## config.mk

```make
export PLATFORM = sky130hd
export DESIGN_NAME = event_stream_framer_core
export DESIGN_NICKNAME = d
export VERILOG_FILES = /design/src/hdl/esf_pkg.sv /design/src/hdl/event_stream_framer_core.sv /design/src/hdl/esf_framer.sv /design/src/hdl/esf_result_buffer.sv
export SDC_FILE = /design/constraint.sdc
export NUM_CORES = 1
export LEC_CHECK = 0
export ABC_AREA = 0
export BUFFER_PORTS_ARGS = -buffer_cell sky130_fd_sc_hd__buf_2
export CAP_MARGIN = 15
export CORE_ASPECT_RATIO = 1.1
export CORE_UTILIZATION = 65
export CTS_BUF_LIST = sky130_fd_sc_hd__clkbuf_8 sky130_fd_sc_hd__clkbuf_16
export CTS_CLUSTER_DIAMETER = 40
export DETAILED_ROUTE_END_ITERATION = 6
export PLACE_DENSITY_LB_ADDON = 0.08
export SETUP_SLACK_MARGIN = 0.02
export SYNTH_ARGS = -nofsm -noshare
export SYNTH_HDL_FRONTEND = slang
export SYNTH_HIERARCHICAL = 1
export SYNTH_SLANG_ARGS = --single-unit
```

## constraint.sdc

```tcl
create_clock -name clk -period 10 [get_ports clk]
set_input_delay 1 -clock clk [delete_from_list [all_inputs] [get_ports clk]]
set_output_delay 1 -clock clk [all_outputs]
set_load 0.005 [all_outputs]
```

## src/hdl/esf_pkg.sv

```systemverilog
// ---------------------------------------------------------------------------
// esf_pkg
// Types and constants shared by the event stream framer modules.
// ---------------------------------------------------------------------------
package esf_pkg;

    // Framing formats selected by the frame_format register.
    localparam logic [1:0] FMT_MARK  = 2'd0;
    localparam logic [1:0] FMT_FLAGS = 2'd1;
    localparam logic [1:0] FMT_STRIP = 2'd2;
    localparam logic [1:0] FMT_SPARE = 2'd3;

    // Register indexes on the configuration port.
    localparam logic [1:0] CFG_FRAME_FORMAT    = 2'd0;
    localparam logic [1:0] CFG_MAX_EVENT_WORDS = 2'd1;

    localparam logic [1:0]  FRAME_FORMAT_RESET    = FMT_MARK;
    localparam logic [15:0] MAX_EVENT_WORDS_RESET = 16'd40000;

    // Top three bits of a word used as markers.
    localparam logic [2:0] TOP_HDR_101 = 3'b101;
    localparam logic [2:0] TOP_TRL_110 = 3'b110;
    localparam logic [2:0] TOP_TRL_111 = 3'b111;

    localparam int BIT_START = 15;
    localparam int BIT_END   = 14;

    // Result buffer depth; must be a power of two and at least four.
    localparam int RES_DEPTH = 4;
    localparam int RES_PTR_W = $clog2(RES_DEPTH);

    typedef struct packed {
        logic [15:0] event_word;
        logic        word_present;
        logic        last;
        logic        start_error;
        logic        end_error;
        logic        overflow;
    } esf_result_t;

    // Results produced by one accepted input word.
    typedef struct packed {
        logic [1:0]  count;
        esf_result_t first;
        esf_result_t second;
    } esf_push_t;

endpackage

```

## src/hdl/event_stream_framer_core.sv

```systemverilog
// ---------------------------------------------------------------------------
// event_stream_framer_core
// Splits a stream of 16-bit readout words into events using marker bits.
// ---------------------------------------------------------------------------
//  channel | direction | handshake            | payload
//  in      | input     | in_valid / in_ready   | sample_word
//  out     | output    | out_valid / out_ready | event_word, word_present, last,
//          |           |                       | start_error, end_error, overflow
//  cfg     | input     | cfg_valid / cfg_ready | cfg_index, cfg_data
//
// One input word is accepted per cycle while in_ready is high; its results
// go to a four-entry result queue in the same cycle and are offered one per
// cycle from the next while out_ready is high. In the flag and mark formats,
// a word closing one event and opening another gives two; input continues.
// in_ready drops only while the queue lacks room for two results.
// Reset clears the framing state and the queue; configuration is always taken.
module event_stream_framer_core (
    input  logic        clk,
    input  logic        rst_n,
    input  logic        in_valid,
    output logic        in_ready,
    input  logic [15:0] sample_word,
    output logic        out_valid,
    input  logic        out_ready,
    output logic [15:0] event_word,
    output logic        word_present,
    output logic        last,
    output logic        start_error,
    output logic        end_error,
    output logic        overflow,
    input  logic        cfg_valid,
    output logic        cfg_ready,
    input  logic [1:0]  cfg_index,
    input  logic [15:0] cfg_data
);
    import esf_pkg::*;

    logic [1:0]  frame_format_reg;
    logic [15:0] max_event_words_reg;
    logic        in_accept;
    logic        out_pop;
    logic        room;
    esf_push_t   push;
    esf_result_t head;

    assign cfg_ready = 1'b1;
    assign in_accept = in_valid && in_ready;
    assign out_pop   = out_valid && out_ready;
    assign in_ready  = room;

    always_ff @(posedge clk or negedge rst_n)
    begin
        if (!rst_n)
        begin
            frame_format_reg    <= FRAME_FORMAT_RESET;
            max_event_words_reg <= MAX_EVENT_WORDS_RESET;
        end
        else if (cfg_valid && cfg_ready)
        begin
            unique case (cfg_index)
                CFG_FRAME_FORMAT:    frame_format_reg    <= cfg_data[1:0];
                CFG_MAX_EVENT_WORDS: max_event_words_reg <= cfg_data;
                default:             ;
            endcase
        end
    end

    esf_framer u_framer (
        .clk             (clk),
        .rst_n           (rst_n),
        .accept          (in_accept),
        .sample_word     (sample_word),
        .frame_format    (frame_format_reg),
        .max_event_words (max_event_words_reg),
        .push            (push)
    );

    esf_result_buffer u_results (
        .clk       (clk),
        .rst_n     (rst_n),
        .push      (push),
        .pop       (out_pop),
        .room      (room),
        .not_empty (out_valid),
        .head      (head)
    );

    assign event_word   = head.event_word;
    assign word_present = head.word_present;
    assign last         = head.last;
    assign start_error  = head.start_error;
    assign end_error    = head.end_error;
    assign overflow     = head.overflow;

endmodule

```

## src/hdl/esf_framer.sv

```systemverilog
// ---------------------------------------------------------------------------
// esf_framer
// Framing state and per-word decision; produces up to two results per word.
// ---------------------------------------------------------------------------
module esf_framer (
    input  logic               clk,
    input  logic               rst_n,
    input  logic               accept,
    input  logic [15:0]        sample_word,
    input  logic [1:0]         frame_format,
    input  logic [15:0]        max_event_words,
    output esf_pkg::esf_push_t push
);
    import esf_pkg::*;

    logic        in_event_reg, in_event_next;
    logic        skip_reg, skip_next;
    logic [15:0] count_reg, count_next;
    logic        pend_reg, pend_next;
    logic        ovf_reg, ovf_next;

    logic [2:0]  top3;

    function automatic esf_result_t make_result(
        input logic [15:0] word,
        input logic        present,
        input logic        last,
        input logic        serr,
        input logic        eerr,
        input logic        ovf
    );
        esf_result_t r;
        r.event_word   = present ? word : 16'd0;
        r.word_present = present;
        r.last         = last;
        r.start_error  = serr;
        r.end_error    = eerr;
        r.overflow     = ovf;
        return r;
    endfunction

    assign top3 = sample_word[15:13];

    always_comb
    begin
        in_event_next = in_event_reg;
        skip_next     = skip_reg;
        count_next    = count_reg;
        pend_next     = pend_reg;
        ovf_next      = ovf_reg;
        push          = '0;

        if (accept)
        begin
            if (skip_reg)
            begin
                skip_next = 1'b0;
            end
            else
            begin
                unique case (frame_format) inside
                    FMT_FLAGS:
                    begin
                        if (!in_event_reg)
                        begin
                            if (sample_word[BIT_START])
                            begin
                                push.count = 2'd1;
                                if (sample_word[BIT_END])
                                begin
                                    // Both flags while searching: a one-word event.
                                    push.first = make_result(sample_word, 1'b1, 1'b1,
                                                             pend_reg, 1'b0, ovf_reg);
                                    skip_next  = 1'b0;
                                    count_next = 16'd0;
                                    pend_next  = 1'b0;
                                    ovf_next   = 1'b0;
                                end
                                else
                                begin
                                    push.first = make_result(sample_word, 1'b1, 1'b0,
                                                             pend_reg, 1'b0, 1'b0);
                                    in_event_next = 1'b1;
                                    count_next    = 16'd1;
                                    ovf_next      = 1'b0;
                                end
                            end
                            else
                            begin
                                pend_next = 1'b1;
                            end
                        end
                        else if (sample_word[BIT_END])
                        begin
                            push.count    = 2'd1;
                            push.first    = make_result(sample_word, 1'b1, 1'b1,
                                                        pend_reg, 1'b0, ovf_reg);
                            in_event_next = 1'b0;
                            skip_next     = 1'b0;
                            count_next    = 16'd0;
                            pend_next     = 1'b0;
                            ovf_next      = 1'b0;
                        end
                        else if (sample_word[BIT_START])
                        begin
                            push.count    = 2'd2;
                            push.first    = make_result(16'd0, 1'b0, 1'b1,
                                                        pend_reg, 1'b1, ovf_reg);
                            push.second   = make_result(sample_word, 1'b1, 1'b0,
                                                        1'b0, 1'b0, 1'b0);
                            in_event_next = 1'b1;
                            skip_next     = 1'b0;
                            count_next    = 16'd1;
                            pend_next     = 1'b0;
                            ovf_next      = 1'b0;
                        end
                        else if (count_reg >= max_event_words)
                        begin
                            // Oversize event closes at once; the next one starts in error.
                            push.count    = 2'd1;
                            push.first    = make_result(16'd0, 1'b0, 1'b1,
                                                        pend_reg, 1'b1, 1'b1);
                            in_event_next = 1'b0;
                            skip_next     = 1'b0;
                            count_next    = 16'd0;
                            pend_next     = 1'b1;
                            ovf_next      = 1'b0;
                        end
                        else
                        begin
                            push.count = 2'd1;
                            push.first = make_result(sample_word, 1'b1, 1'b0,
                                                     pend_reg, 1'b0, ovf_reg);
                            count_next = count_reg + 16'd1;
                        end
                    end

                    FMT_STRIP:
                    begin
                        if (!in_event_reg)
                        begin
                            if (top3 == TOP_HDR_101)
                            begin
                                in_event_next = 1'b1;
                                count_next    = 16'd0;
                                ovf_next      = 1'b0;
                                skip_next     = 1'b1;
                            end
                            else
                            begin
                                pend_next = 1'b1;
                            end
                        end
                        else if (top3 == TOP_TRL_111)
                        begin
                            push.count    = 2'd1;
                            push.first    = make_result(16'd0, 1'b0, 1'b1,
                                                        pend_reg, 1'b0, ovf_reg);
                            in_event_next = 1'b0;
                            skip_next     = 1'b0;
                            count_next    = 16'd0;
                            pend_next     = 1'b0;
                            ovf_next      = 1'b0;
                        end
                        else if (top3 == TOP_HDR_101)
                        begin
                            push.count    = 2'd1;
                            push.first    = make_result(16'd0, 1'b0, 1'b1,
                                                        pend_reg, 1'b1, ovf_reg);
                            in_event_next = 1'b1;
                            skip_next     = 1'b1;
                            count_next    = 16'd0;
                            pend_next     = 1'b0;
                            ovf_next      = 1'b0;
                        end
                        else if (count_reg < max_event_words)
                        begin
                            push.count = 2'd1;
                            push.first = make_result(sample_word, 1'b1, 1'b0,
                                                     pend_reg, 1'b0, ovf_reg);
                            count_next = count_reg + 16'd1;
                        end
                        else
                        begin
                            ovf_next = 1'b1;
                        end
                    end

                    FMT_MARK, FMT_SPARE:
                    begin
                        if (!in_event_reg)
                        begin
                            if (top3 == TOP_HDR_101)
                            begin
                                push.count    = 2'd1;
                                push.first    = make_result(sample_word, 1'b1, 1'b0,
                                                            pend_reg, 1'b0, 1'b0);
                                in_event_next = 1'b1;
                                count_next    = 16'd1;
                                ovf_next      = 1'b0;
                            end
                            else
                            begin
                                pend_next = 1'b1;
                            end
                        end
                        else if (top3 == TOP_TRL_110)
                        begin
                            push.count    = 2'd1;
                            push.first    = make_result(sample_word, 1'b1, 1'b1,
                                                        pend_reg, 1'b0, ovf_reg);
                            in_event_next = 1'b0;
                            skip_next     = 1'b0;
                            count_next    = 16'd0;
                            pend_next     = 1'b0;
                            ovf_next      = 1'b0;
                        end
                        else if (top3 == TOP_HDR_101)
                        begin
                            push.count    = 2'd2;
                            push.first    = make_result(16'd0, 1'b0, 1'b1,
                                                        pend_reg, 1'b1, ovf_reg);
                            push.second   = make_result(sample_word, 1'b1, 1'b0,
                                                        1'b0, 1'b0, 1'b0);
                            in_event_next = 1'b1;
                            skip_next     = 1'b0;
                            count_next    = 16'd1;
                            pend_next     = 1'b0;
                            ovf_next      = 1'b0;
                        end
                        else if (count_reg < max_event_words)
                        begin
                            push.count = 2'd1;
                            push.first = make_result(sample_word, 1'b1, 1'b0,
                                                     pend_reg, 1'b0, ovf_reg);
                            count_next = count_reg + 16'd1;
                        end
                        else
                        begin
                            ovf_next = 1'b1;
                        end
                    end
                endcase
            end
        end
    end

    always_ff @(posedge clk or negedge rst_n)
    begin
        if (!rst_n)
        begin
            in_event_reg <= 1'b0;
            skip_reg     <= 1'b0;
            count_reg    <= 16'd0;
            pend_reg     <= 1'b0;
            ovf_reg      <= 1'b0;
        end
        else
        begin
            in_event_reg <= in_event_next;
            skip_reg     <= skip_next;
            count_reg    <= count_next;
            pend_reg     <= pend_next;
            ovf_reg      <= ovf_next;
        end
    end

endmodule

```

## src/hdl/esf_result_buffer.sv

```systemverilog
// ---------------------------------------------------------------------------
// esf_result_buffer
// Small result queue: takes up to two results a cycle, hands out one.
// ---------------------------------------------------------------------------
module esf_result_buffer (
    input  logic                 clk,
    input  logic                 rst_n,
    input  esf_pkg::esf_push_t   push,
    input  logic                 pop,
    output logic                 room,
    output logic                 not_empty,
    output esf_pkg::esf_result_t head
);
    import esf_pkg::*;

    esf_result_t             entry_reg [RES_DEPTH];
    logic [RES_PTR_W-1:0]    wr_ptr_reg, wr_ptr_next;
    logic [RES_PTR_W-1:0]    rd_ptr_reg, rd_ptr_next;
    logic [RES_PTR_W:0]      fill_reg, fill_next;
    logic [RES_PTR_W-1:0]    wr_ptr_plus1;

    assign wr_ptr_plus1 = wr_ptr_reg + RES_PTR_W'(1);

    // Room for the worst case of two results from the next word.
    assign room      = fill_reg <= (RES_PTR_W + 1)'(RES_DEPTH - 2);
    assign not_empty = fill_reg != '0;
    assign head      = entry_reg[rd_ptr_reg];

    always_comb
    begin
        wr_ptr_next = wr_ptr_reg + RES_PTR_W'(push.count);
        rd_ptr_next = rd_ptr_reg + RES_PTR_W'(pop);
        fill_next   = fill_reg + (RES_PTR_W + 1)'(push.count)
                      - (RES_PTR_W + 1)'(pop);
    end

    always_ff @(posedge clk)
    begin
        if (push.count != 2'd0)
        begin
            entry_reg[wr_ptr_reg] <= push.first;
        end
        if (push.count == 2'd2)
        begin
            entry_reg[wr_ptr_plus1] <= push.second;
        end
    end

    always_ff @(posedge clk or negedge rst_n)
    begin
        if (!rst_n)
        begin
            wr_ptr_reg <= '0;
            rd_ptr_reg <= '0;
            fill_reg   <= '0;
        end
        else
        begin
            wr_ptr_reg <= wr_ptr_next;
            rd_ptr_reg <= rd_ptr_next;
            fill_reg   <= fill_next;
        end
    end

endmodule

```

### Word level (Yosys, flattened, before mapping)

Memory sizes are Yosys's and may differ from the RTL's.
Index checks and enable logic that the tools add are counted.
Widths: inputs -> output; s select.

| storage, ports and cells | value |
|---|---|
| bits in registers | 45 |
| word-level logic and storage cells | 135 |
| memories kept | 1 |
| RAM bits | 84 |
| output and inout port bits | 24 |
| input port bits | 39 |

| cells by class | value |
|---|---|
| bitwise logic cells | 1 |
| reduce and logical (&&, ||, !) cells | 14 |
| add/sub/neg operators | 6 |
| equal/unequal tests | 14 |
| magnitude comparators | 3 |
| muxes and demuxes | 86 |

Memory list:

| name | depth | width | rd ports | clocked after memory_dff | wr ports | line | RTL |
|---|---|---|---|---|---|---|---|
| u_results.entry_reg | 4 | 21 | 1 | 0 | 2 | esf_result_buffer.sv:16 | `esf_result_t entry_reg [RES_DEPTH];` |

Operators by type and width:

| operator | number |
|---|---|
| $mux 16 | 14 |
| $mux 23 | 9 |
| $mux 21 | 6 |
| $mux 44 | 2 |
| $pmux 23 s3 | 1 |
| $mux 22 | 3 |
| $pmux 16 s3 | 1 |
| $mux 1 | 43 |
| $pmux 21 s2 | 1 |
| $mux 20 | 1 |
| $mux 19 | 1 |
| $add 16x1->16 const B | 1 |
| $ge 16x16->1 | 1 |
| $lt 16x16->1 | 1 |
| $eq 3x3->1 const B | 3 |
| $pmux 1 s3 | 3 |
| $reduce_and 4->1 | 2 |
| $eq 2x2->1 const B | 3 |
| $ne 3x2->1 const B | 2 |
| $reduce_and 2->1 | 3 |
| $ne 5x5->1 const B | 1 |
| $reduce_and 5->1 | 1 |
| $eq 2x1->1 const B | 2 |
| $logic_not 2->1 | 2 |
| other kinds (16) | 17 |

### Longest topological paths before layout

| depth | value |
|---|---|
| word-level depth | 11 |
| mapped depth | 11 |
| mapped depth without buffers | 11 |

### By module

Netlist, hierarchy kept.

Modules (own cells, without submodules):

| module | cells each | times used | sequential area each (um2) | area each (um2) |
|---|---|---|---|---|
| esf_result_buffer | 240 | 1 | 2,697.6 | 4,647.0 |
| esf_framer | 328 | 1 | 500.5 | 2,506.2 |
| event_stream_framer_core | 43 | 1 | 456.7 | 759.5 |

### Worst setup path before layout

No wires, ideal clock.

| path | value |
|---|---|
| path type | reg-to-reg |
| start | register max_event_words_reg[15] |
| end | memory u_results/entry_reg[0][0] (netlist name), enable pin |
| stages on the path, launching flop included | 11 |
| setup slack | 4.903 ns |
| period minus slack after synthesis | 5.097 ns |
| data arrival time | 4.665 ns |
| buffers on the path | 0 |
| required time | 9.568 ns |
| setup time | 0.432 ns |
| path through | dfstp_2 inv_1 ha_1 nand4_2 nor3_1 a2111oi_4 nand3_1 o31a_1 a221oi_1 nor2_1 o31ai_1 |

RTL lines:

| what | line | RTL |
|---|---|---|
| start: declaration | event_stream_framer_core.sv:39 | `logic [15:0] max_event_words_reg;` |
| start signal: assignment | event_stream_framer_core.sv:62 | `CFG_MAX_EVENT_WORDS: max_event_words_reg <= cfg_data;` |
| end: declaration | esf_result_buffer.sv:16 |  |

==> results.yml <==
cells_and_area:
  nFillCells: 682
  seq_area_sq_um: 3650
  syn_to_final_growth_pct: 12.0
  fin_nets: 733
  multiInputGateArea_sq_um: 3930
  layout_common_cells: "edfxtp_1 (84), buf_2 (61), mux2_2 (52), mux2_4 (49), dfrtp_1 (40)"
  final_common_cell: "edfxtp_1"
  largest_reg_flops: 84
  drive_gt1_share_pct: 36.1
  insertedDiodeCount: 0
  final_core_util_pct: 76.1
worst_hold_path:
  hold_path.class: "reg -> reg"
clocking:
  clk_latency_ns: 0.41
  htreeDepth: 4
  cts_resized: 0
  path_clk_slew_ns: 0.05
  root_buffer: "clkbuf_16"
  cts_tree: "built"
  clockBufferDepth: 2
  cts_hold_buf: 0
  cts_setup_buffers: 0
  cts_sinks: 129
  cts_made_buffers: 17
critical_path:
  cp-startpoint: "max_event_words_reg[15]"
  r2r_cells: 11
  cp-start-kind: "register"
  regToRegStartpoint: "max_event_words_reg[15]"
  slowest_delay_ns: 0.91
  cp_data_arrival_time_ns: 5.02
  critPathMaxFanout: 22
  required_ns: 10.17
  critPathCaptureType: "register"
  worstSetupEndpoint: "u_results/entry_reg[0][9]"
  critPathKind: "reg -> reg"
  cp_slowest_cell: "a221oi_1"
  r2r-end: "u_results/entry_reg[0][9]"
  rrSetupSlack_ns: 5.15
  path_cells: "inv_1, ha_1, nand4_2, nor3_1, a2111oi_4, nand3_1, o31a_1, a221oi_1, nand4b_2, o31ai_4, buf_8"
pwr:
  leakage_nw: 3.67
  power_per_cell_area_nw_per_um2: 203
  peakVddDrop_mv: 0.125
  finalPower_mw: 1.80
synthesis:
  ys_warn_count: 6
  synth_edf_count: 84
  synth_ff_type: "edfxtp_1"
  syn_area_sq_um: 7910
  async_flop_share_pct: 34.9
  postSynthCellCount: 611
  synth_area_per_cell_sq_um: 13.0
  synth_cell_type_count: 80
  ys_ff_latch: 129
  yosysSeqAreaShare_pct: 46.2
placement:
  io_buffers: 61
  dp_slack_ns: 5.07
  place_hpwl_um: 11400
  gp_congestion: 0.948
die:
  initial_utilization_pct: 67.9
  die_w_um: 107
  num_rows: 41
  ios: 63
  die_h_um: 118
  dieArea_sq_um: 12600
  core_sq_um: 11600
run:
  cap_violations: 0
timing:
  finalCritPeriodShare_pct: 48.5
  maxSlewViolCount: 0
  fin_crit_ns: 4.85
  setup_viol: 0
  rsz0062_at_grt: "false"
  fin_worst_skew_ns: 0.00822
  fin_setup_tns_ns: 0
  fmax_mhz: 206
  layout_setup_ws_ns: 5.15
  worst_pin_slew_ns: 1.08
  hold_viol: 0
  slew_headroom_pct: 28.1
drt:
  dr_total_vias: 5263
  drt_iter0_drc: 426
  drc: 0
  viasPerCell: 6.33
  drt-total-wl_um: 17100
  first_pass_iters: 5
  wl_per_cell_um: 20.6
  ant_nets: 0
grt:
  grt_pass1_vias: 5573
  grt_usage_pct: 29.0
  antenna_found_initial: 0
  grt-ovfl-total: 0
  grt_max_degree: 46
  grt_pass1_wl_um: 27800
outcome:
  status: "completed"
## worst max-delay path: cells and delay by family (launching register included)
kind	cells	cell delay, ns
compound gates	4	2.17
simple gates	4	1.30
flops	1	0.52
fa+ha+maj	1	0.31
buf+inv	2	0.29
## area by class of cell
| type | count | share of cell area [%] |
|---|---|---|
| multi-input combinational | 413 | 44.3 |
| sequential | 129 | 41.2 |
| clock inverter | 15 | 1.44 |
| inverter | 35 | 1.48 |
| tap | 150 | 2.12 |
| clock buffer | 17 | 4.80 |
| timing repair buffer | 72 | 4.60 |
## cell families (layout without fill, tap and decap cells)
logic type                 Yosys count  in the layout  synth area share (%)
and+or+nand+nor                    148            148                  11.2
DFF                                129            129                  46.2
muxes                              126            126                  23.2
AOI/OAI and AO/OA                  102            102                  9.69
buffers and inverters               73            139                  4.82
adders and majority gates           26             26                  4.21
xor gates and xnor gates             5              5                 0.553
other                                2              6                0.0949
## report_power, final
group	internal (mW)	switching (mW)
combinational	0.264	0.258
sequential	0.637	0.0670
clock	0.359	0.216
## metrics by stage
stage,hold slack (ns),cells,cell area [sq um]
detailed placement,0.499,796,8270
global placement,0.490,796,8270
CTS,0.512,828,8820
finish,0.509,831,8860
floorplan,0.470,615,7930
global route,0.529,831,8860
## synthesized netlist by cell type (all sizes together) (3+ instances only)
| cell | count | area (sq um) |
|---|---|---|
| edfxtp | 84 | 2520 |
| nor3 | 11 | 55.1 |
| nor2 | 16 | 60.1 |
| nand2 | 27 | 104 |
| o31ai | 4 | 43.8 |
| a21o | 5 | 37.5 |
| or3 | 4 | 25.0 |
| or2 | 3 | 18.8 |
| a21oi | 22 | 110 |
| nand3 | 9 | 45.0 |
| o21ai | 19 | 95.1 |
| a2111oi | 3 | 45.1 |
| xnor2 | 4 | 35.0 |
| dfrtp | 40 | 1000 |
| mux2 | 103 | 1340 |
| mux4 | 21 | 473 |
| buf | 27 | 208 |
| dfstp | 5 | 131 |
| nor4 | 6 | 43.8 |
| a31oi | 6 | 37.5 |
| nand2b | 4 | 25.0 |
| a211oi | 4 | 30.0 |
| a22o | 6 | 52.6 |
| a21boi | 4 | 30.0 |
| ha | 25 | 313 |
| a41oi | 3 | 33.8 |
| clkbuf | 11 | 42.5 |
| a221oi | 3 | 32.5 |
| and3 | 6 | 37.5 |
| nor2b | 8 | 50.1 |
| nor3b | 3 | 22.5 |
| inv | 35 | 131 |
| nand4 | 6 | 43.8 |
| a311oi | 3 | 43.8 |
| and2 | 34 | 215 |
## how the worst min path moves through the flow
stage,startpoint,to,slack (ns),cells after the start
CTS,max_event_words_reg[2],max_event_words_reg[2],0.51,1
detailed placement,max_event_words_reg[2],max_event_words_reg[2],0.50,1
floorplan,u_framer/pend_reg,u_framer/pend_reg,0.47,1
finish,max_event_words_reg[2],max_event_words_reg[2],0.51,1
global placement,u_framer/pend_reg,u_framer/pend_reg,0.49,1
global route,max_event_words_reg[2],max_event_words_reg[2],0.53,1
## layer usage
metal / track usage, % / vias up / wire length (um)
met1: 32.2 / 2618 / 6570
met2: 53.1 / 174 / 9300
met5: 0 / - / 0
li1: - / 2426 / -
met4: 13.7 / 0 / 498
met3: 4.98 / 45 / 715
Power figures use the tool's default switching activity.
